**config.mk**
```make
export PLATFORM = sky130hd
export DESIGN_NAME = pfk_sqrt
export DESIGN_NICKNAME = d
export VERILOG_FILES = /design/src/pfk_pkg.sv /design/src/pfk_sqrt.sv
export SDC_FILE = /design/constraint.sdc
export NUM_CORES = 2
export LEC_CHECK = 0
export BUFFER_PORTS_ARGS = -buffer_cell sky130_fd_sc_hd__buf_2
export CORE_UTILIZATION = 60
export DETAILED_ROUTE_END_ITERATION = 7
export GPL_TIMING_DRIVEN = 0
export PLACE_DENSITY = 0.77
export SLEW_MARGIN = 15
export SYNTH_ARGS = -nofsm -noshare
export SYNTH_HDL_FRONTEND = slang
export SYNTH_SLANG_ARGS = --single-unit
```
**constraint.sdc**
```tcl
create_clock -name clk -period 21 [get_ports clk]
set_input_delay 2.1 -clock clk [delete_from_list [all_inputs] [get_ports clk]]
set_output_delay 2.1 -clock clk [all_outputs]
set_load 0.005 [all_outputs]
```
**src/pfk_pkg.sv**
```systemverilog
// Shared widths, register codes and pipeline tag types for the pair force kernel.
package pfk_pkg;

	// Field widths
	localparam int POS_W   = 28;
	localparam int K_W     = 24;
	localparam int RANGE_W = 20;
	localparam int GAIN_W  = 24;
	localparam int COL_W   = 2;
	localparam int FORCE_W = 32;
	localparam int CFG_W   = 28;
	localparam int IDX_W   = 3;

	// Datapath widths
	localparam int DIF_W  = POS_W + 1;      // wrapped separation, signed
	localparam int SQ_W   = 2 * POS_W;      // square of one separation magnitude
	localparam int D2_W   = SQ_W + 1;       // squared distance
	localparam int RAD_W  = D2_W + 1;       // radicand padded to an even width
	localparam int ROOT_W = RAD_W / 2;      // integer distance
	localparam int P_W    = GAIN_W + DIF_W; // gain times separation, signed
	localparam int NUM_W  = K_W + ROOT_W;   // dividend; also holds 2^(2F) for F up to 24
	localparam int MW     = 64;             // magnitude width of the force law products
	localparam int RSQ_W  = 2 * RANGE_W;

	localparam int DEF_FRAC_BITS = 16;

	// Register indexes
	localparam logic [IDX_W-1:0] REG_REGION = 3'd0;
	localparam logic [IDX_W-1:0] REG_K      = 3'd1;
	localparam logic [IDX_W-1:0] REG_RANGE  = 3'd2;
	localparam logic [IDX_W-1:0] REG_LJ     = 3'd3;
	localparam logic [IDX_W-1:0] REG_RR     = 3'd4;
	localparam logic [IDX_W-1:0] REG_GG     = 3'd5;
	localparam logic [IDX_W-1:0] REG_RG     = 3'd6;

	// Colour codes
	localparam logic [COL_W-1:0] COL_RED    = 2'd0;
	localparam logic [COL_W-1:0] COL_GREEN  = 2'd1;
	localparam logic [COL_W-1:0] COL_PGREEN = 2'd2;

	// Reset values
	localparam logic [POS_W-1:0]          RST_REGION = 28'd2097152;
	localparam logic [K_W-1:0]            RST_K      = 24'd65536;
	localparam logic [RANGE_W-1:0]        RST_RANGE  = 20'd98304;
	localparam logic signed [GAIN_W-1:0]  RST_GAIN   = 24'sd65536;

	// Geometry after the distance stage
	typedef struct packed {
		logic signed [P_W-1:0] px;
		logic signed [P_W-1:0] py;
		logic                  touch;
		logic                  active;
		logic                  zero;
	} geo_t;

	// Per-pair data carried alongside the divider
	typedef struct packed {
		logic [P_W-1:0] pxm;
		logic [P_W-1:0] pym;
		logic           negx;
		logic           negy;
		logic           hneg;
		logic           touch;
		logic           active;
		logic           zero;
	} frc_t;

	// Carried through the Lennard-Jones product chain
	typedef struct packed {
		frc_t             f;
		logic [NUM_W-1:0] hmag;
		logic [MW-1:0]    i2;
		logic [MW-1:0]    t;
		logic             tneg;
		logic             sat;
	} lj_t;

	// Carried through the final force products
	typedef struct packed {
		logic negx;
		logic negy;
		logic touch;
		logic active;
		logic zero;
		logic ljsat;
	} fin_t;

	// One result beat
	typedef struct packed {
		logic [FORCE_W-1:0] fx;
		logic [FORCE_W-1:0] fy;
		logic               touching;
		logic               in_range;
		logic               saturated;
	} res_t;

endpackage

```
**src/pfk_sqrt.sv**
```systemverilog
// Pipelined integer square root, a few result bits per stage.
module pfk_sqrt #(
	parameter int IN_W  = pfk_pkg::RAD_W,
	parameter int TAG_W = 1,
	parameter int BPS   = 4
) (
	input  logic                clk,
	input  logic                arst_n,
	input  logic                en,
	input  logic                vld_i,
	input  logic [IN_W-1:0]     rad_i,
	input  logic [TAG_W-1:0]    tag_i,
	output logic                vld_o,
	output logic [IN_W/2-1:0]   root_o,
	output logic [TAG_W-1:0]    tag_o
);
	localparam int R_W   = IN_W / 2;
	localparam int NST   = (R_W + BPS - 1) / BPS;
	localparam int REM_W = R_W + 2;

	logic             vld_s  [1:NST];
	logic [IN_W-1:0]  rad_s  [1:NST];
	logic [REM_W-1:0] rem_s  [1:NST];
	logic [R_W-1:0]   root_s [1:NST];
	logic [TAG_W-1:0] tag_s  [1:NST];

	for (genvar s = 0; s < NST; s++) begin : g_st
		logic             vld_c;
		logic [IN_W-1:0]  rad_c;
		logic [REM_W-1:0] rem_c;
		logic [R_W-1:0]   root_c;
		logic [TAG_W-1:0] tag_c;
		logic [REM_W-1:0] rem_n;
		logic [R_W-1:0]   root_n;

		if (s == 0) begin : g_in
			assign vld_c  = vld_i;
			assign rad_c  = rad_i;
			assign rem_c  = '0;
			assign root_c = '0;
			assign tag_c  = tag_i;
		end else begin : g_mid
			assign vld_c  = vld_s[s];
			assign rad_c  = rad_s[s];
			assign rem_c  = rem_s[s];
			assign root_c = root_s[s];
			assign tag_c  = tag_s[s];
		end

		// digit recurrence: bring down two radicand bits, try (root<<2)|1
		always_comb begin
			logic [REM_W+1:0] acc;
			logic [REM_W+1:0] trial;
			rem_n  = rem_c;
			root_n = root_c;
			acc    = '0;
			trial  = '0;
			for (int k = 0; k < BPS; k++) begin
				if (s * BPS + k < R_W) begin
					acc   = {rem_n, rad_c[IN_W-1-2*(s*BPS+k) -: 2]};
					trial = (REM_W+2)'({root_n, 2'b01});
					if (acc >= trial) begin
						acc    = acc - trial;
						root_n = {root_n[R_W-2:0], 1'b1};
					end else begin
						root_n = {root_n[R_W-2:0], 1'b0};
					end
					rem_n = acc[REM_W-1:0];
				end
			end
		end

		always_ff @(posedge clk or negedge arst_n) begin
			if (!arst_n) begin
				vld_s[s+1] <= 1'b0;
			end else if (en) begin
				vld_s[s+1] <= vld_c;
			end
		end

		always_ff @(posedge clk) begin
			if (en) begin
				rad_s[s+1]  <= rad_c;
				rem_s[s+1]  <= rem_n;
				root_s[s+1] <= root_n;
				tag_s[s+1]  <= tag_c;
			end
		end
	end

	assign vld_o  = vld_s[NST];
	assign root_o = root_s[NST];
	assign tag_o  = tag_s[NST];

endmodule

```
**Word level (Yosys, flattened, before mapping)**

Memory sizes are Yosys's and may differ from the RTL's.
Cells that the tools add are included.

- Add/subtract/negate cells: 29
- Order comparisons: 29
- Multiplexer cells: 60

Operators with widths:

| operator | number |
|---|---|
| 2-to-1 mux 31 bit | 29 |
| >= comparator 33 x 31 -> 1 bit | 25 |
| subtractor 31 bit | 25 |
| >= comparator 33 x 3 -> 1 bit | 1 |
| >= comparator 33 x 4 -> 1 bit | 1 |
| >= comparator 33 x 5 -> 1 bit | 1 |
| 2-to-1 mux 1 bit | 31 |
| subtractor 31 x 3 -> 31 bit | 1 |
| subtractor 31 x 4 -> 31 bit | 1 |
| subtractor 31 x 5 -> 31 bit | 1 |
| subtractor 2 x 1 -> 3 bit, second input constant | 1 |
| >= comparator 2 x 1 -> 1 bit, second input constant | 1 |

- Register bits: 8
- Memory bits (writable): 952
- Input port bits: 63
- Output and inout bits: 31
- Logic and storage cells: 130
- Memories: 4

Memory list:

| memory | depth | bits a word | read ports | clocked after Yosys merged registers in | write ports | line | text |
|---|---|---|---|---|---|---|---|
| rad_s | 8 | 58 | 7 | 0 | 8 | pfk_sqrt.sv:22 | `logic [IN_W-1:0] rad_s [1:NST];` |
| rem_s | 8 | 31 | 7 | 0 | 8 | pfk_sqrt.sv:23 | `logic [REM_W-1:0] rem_s [1:NST];` |
| root_s | 8 | 29 | 8 | 0 | 8 | pfk_sqrt.sv:24 | `logic [R_W-1:0] root_s [1:NST];` |
| tag_s | 8 | 1 | 8 | 0 | 8 | pfk_sqrt.sv:25 | `logic [TAG_W-1:0] tag_s [1:NST];` |

**Logic depth before layout (Yosys ltp)**

An unclocked memory read counts as a cell.

- Depth after elaboration: 9
- Depth in mapped cells: 62
- Depth with buffers taken out: 57

**Least setup slack after synthesis**

Ideal clock, no wire load.

- Path kind: flip-flop to flip-flop
- From: register rem_s[0][104] (netlist name)
- To: register rem_s[0][127] (netlist name)
- Library setup time: 0.260 ns
- Arrival: 11.861 ns
- Data required time: 20.740 ns
- Path slack: 8.880 ns
- Cell stages (with the launch flop): 59
- Buffers on the path: 10
- Clock period less this slack: 12.120 ns
- Cells stage by stage: edfxtp_1 > ha_1 > clkbuf_1 > and3_1 > nand4_1 > or4_1 > and3_1 > buf_2 > nand2_1 > clkbuf_1 > clkbuf_1 > nor2_1 > a21oi_1 > ha_1 > clkbuf_1 > nand3_1 > a211oi_1 > o31a_1 > (+23 left out) > clkbuf_1 > buf_1 > nor2_1 > a21oi_1 > ha_1 > a21o_1 > a21o_1 > a21o_1 > a21oi_1 > nor2b_1 > o21ai_0 > nand2b_1 > a21oi_1 > o31ai_2 > nor2_1 > and4_1 > buf_2 > mux2_2

==> results.md <==
Global routing:
- Global routing used ~36% of the available tracks across all layers.
- The number of global-route vias before repair was 48204.
- The initial antenna violation count came to 3.
- The first global-routing pass estimated 266800 um of wire.
- The maximum number of pins on one net before global-route repair is 117.
- Global routing finished with a remaining overflow of 0.

Floorplan:
- The width of the die is 306.5 um.
- The floorplan step defined a core boundary enclosing 91800 um2.
- The die height is ~310 um.
- Once the floorplan was initialized, standard cells occupied 60.60% of the core.
- The row count is 111.
- The die covers 93940 um2.
- The boundary pin count is 94.

Finish:
- From synthesis to final layout, the design area changed by 7.584%.
- After filler insertion, the fill cell instance count of the layout stands at 7840.
- The cell area after layout is 59850 um2.
- The share of cells above drive strength 1 is about 6.7%.
- The number of nets in the final layout is 7235.
- The number of diodes is 0.

Worst setup path:
- The biggest fanout along the worst timing path is 10.
- In this run the critical register-to-register path is captured at rem_s[0][221].
- STA classifies the critical path endpoint as a flop.
- Across all register-to-register paths, the minimum setup slack is 3650 ps.
- The category of the critical setup timing path is reg -> reg.
- The worst setup path is launched from a flop.
- The launch point of the worst reg-to-reg path is root_s[0][192].
- The signal arrival time at the worst endpoint is roughly 18000 ps.
- The number of cells on the worst reg-to-reg path is 52.
- The largest incremental delay on the critical path is just under 800 ps.
- The required time at the worst-slack endpoint is 21430 ps.
- On the critical path, the stage with the largest delay is an instance of clkbuf_1.
- The library cell appearing most often on the critical path is clkbuf_1.

Clock tree:
- TritonCTS built the clock tree.
- The maximum level of the CTS H-tree is 2.
- The number of clock sinks is 556.
- The clock edge transition at the registers on the reported setup and hold paths is 60 ps.
- The number of clock buffers added by TritonCTS is 60.
- Hold repair after CTS inserted 0 buffers.
- The number of resized instances in the post-cts repair step is 0.
- The clock passes through at most 3 buffers.
- Clock latency on the worst-skew pair, taken at its later pin, is just over 700 ps.
- In this run the clock root is driven by a clkbuf_16.
- Once the clock tree was built, the setup fixing pass inserted 0 buffers.

Placement:
- The final RePlAce weighted congestion is 0.9981.
- Summed over all nets, the half-perimeter wirelength after detailed placement is 137800 um.
- Once placement finished, the instance area stood at 57820 um2.
- Timing analysis after detailed placement gives a worst setup slack of 4326 ps.
- The number of buffer cells added on primary ports is between 90 and 100.

Min path:
- For hold timing, the worst endpoint is rad_s[0][138].
- The hold path startpoint is rad_s[0][80].
- The min-delay analysis places its worst path in the category reg -> reg.
- The number of stages on the worst hold path is 0.

Synth:
- By count the netlist is led by a21oi_1 (627), nor2_1 (594), edfxtp_1 (548).
- The area share of the largest cell type after synthesis is 29.58%.
- The mean post-synth cell area is 8.499 um2.
- The synthesized-area fraction occupied by and/or/nand/nor cells is roughly a fifth.
- After synthesis, the netlist uses 121 different library cells.
- The synthesized netlist occupies a cell area of about 56000 um2.
- The share of cell area taken by muxes after synthesis is 2.607%.
- Of the total synthesized cell area, the portion taken by full adders, half adders and majority gates is 10.44%.
- The count of state elements after synthesis is 556.
- The number of warnings printed during yosys synthesis is 0.
- By instance count, the leading cell after synthesis is a21oi_1.
- The synthesized netlist cell count is 6546.
- The share of flip-flops with an asynchronous set or reset after synthesis is 1.439%.
- By area the synthesized netlist is led by edfxtp_1 (30%), ha_1 (10%), xnor2_1 (6.0%).
- The leading area contributor after synthesis is edfxtp_1.
- For this run, the leading register cell type out of synthesis is edfxtp_1.
- The synthesized design contains 548 enable-type register cells.
- The sequential fraction of the synthesis area is 29.94%.
- The largest family of logic cells by synthesized area is compound AO/OA/AOI/OAI gates.
- The synthesized-area fraction occupied by ao, oa, aoi and oai cells is 23.05%.
- Of the total synthesized cell area, the portion taken by XOR and XNOR cells is 8.958%.

Timing:
- Based on the critical path, the design can be clocked at up to around 58 MHz.
- The worst path meets setup with 3646 ps of slack.
- At the pin with the least slew margin, the transition time is 1146 ps.
- Clock skew on the completed layout was measured at 27.62 ps.
- The relative max-transition margin is 22.88%.
- The final hold violation count is 0.
- Setup repair after global routing left no endpoint under its margin.
- Setup violations remaining at the end of the flow were counted as 0.
- After routing, the total negative slack on setup checks comes to 0 ps.
- After layout, the worst path uses 82.64% of the clock period.
- The minimum clock period after layout is between 15000 and 20000 ps.
- The final count of pins violating max slew is 0.

Routing:
- The first TritonRoute pass finished after 8 iterations.
- In the routed layout, each cell is associated on average with a via count of between 6 and 7.
- The total wirelength of the detailed-routed design is roughly 170000 um.
- The detail-routed net length per standard cell is approximately 22 um.
- Once detail routing completed, the nets flagged for antenna violations numbered 0.
- After detailed routing, the number of remaining DRC violations is 0.
- In this run, the number of DRC markers left after iteration 0 of detailed routing was around 5400.
- The routed layout has 52130 vias.

Run:
- The tool flagged a number of max-cap violations equal to 0.

Outcome:
- The flow ran to the end, and the final reports show no timing, DRC or antenna violations.
[worst max-delay path: cells and delay by family (launching register included)]
kind | cells | cell delay (ps)
flip-flops | 1 | 580
AND/OR/NAND/NOR | 16 | 4220
buffers and inverters | 8 | 4070
AO/OA/AOI/OAI | 24 | 6510
adder cells (fa/ha/maj) | 4 | 1640
[area by class of cell]
class,instances,area [um2],share of cell area [%]
multi-input cells,5446,36890,61.64
plain buffers,204,819.5,1.369
repair buffers,98,613.1,1.024
well taps,1243,1555,2.599
clock buffers,67,1528,2.553
clock inverters,43,500.5,0.8362
flip-flops and latches,556,16660,27.83
inverters,342,1286,2.149
[worst max-delay path by stage]
| stage | cells past startpoint | from | endpoint | slack, ps |
|---|---|---|---|---|
| 3_3_place_gp | 52 | root_s[0][192] | rem_s[0][221] | 4280 |
| 6_report | 52 | root_s[0][192] | rem_s[0][221] | 3650 |
| 2_1_floorplan | 58 | rem_s[0][104] | rem_s[0][127] | 8880 |
| 4_1_cts | 52 | root_s[0][174] | rem_s[0][221] | 4210 |
| 5_1_grt | 54 | root_s[0][185] | rem_s[0][221] | 3150 |
| 3_5_place_dp | 54 | root_s[0][190] | rem_s[0][221] | 4330 |
[registers in the layout, indices dropped and copies added (netlist names)]
name,cells
tag_s,8
root_s,141
g_st.vld_c,7
vld_o,1
rem_s,217
rad_s,182
[layout by cell type, fill, tap and decap left out, types with 68 or more instances in the layout]
master	n
xnor2_1	379
a31oi_1	81
ha_1	464
nor4_1	69
nor3_1	174
nor2_1	594
clkbuf_1	157
nand4_1	120
or3_1	74
nand3_1	196
xor2_1	190
o21ai_0	345
buf_2	120
edfxtp_1	548
inv_1	329
mux2_2	76
nand2b_1	90
a21oi_1	627
a21o_1	238
nor2b_1	68
nand2_1	533
[logic make-up after synthesis]
logic type      count (synthesis)
other cells                     1
fa+ha+maj                     464
compound gates               1964
flops                         556
buf+inv                       546
xor+xnor                      569
mux                           133
simple gates                 2313
[metal layers]
| layer | wire, um | up-vias | global-route usage (%) |
|---|---|---|---|
| li1 | - | 24896 | - |
| met1 | 71650 | 24552 | 45.95 |
| met2 | 79630 | 2239 | 59.37 |
| met3 | 12340 | 439 | 4.349 |
| met4 | 9375 | 4 | 17.86 |
| met5 | 21 | - | 0 |
[stage by stage]
stage / hold slack [ps] / cells / util (%)
2_1_floorplan: 400.3 / 6548 / -
3_3_place_gp: 400.5 / 7884 / 62.81
3_5_place_dp: 404.5 / 7889 / 62.98
4_1_cts: 412.2 / 7999 / 65.19
5_1_grt: 419.3 / 7999 / 65.20
6_report: 412.6 / 7999 / 65.20
Power is not shown: default switching activity piles up to over one toggle a cycle in this logic, so the estimate is an artifact.
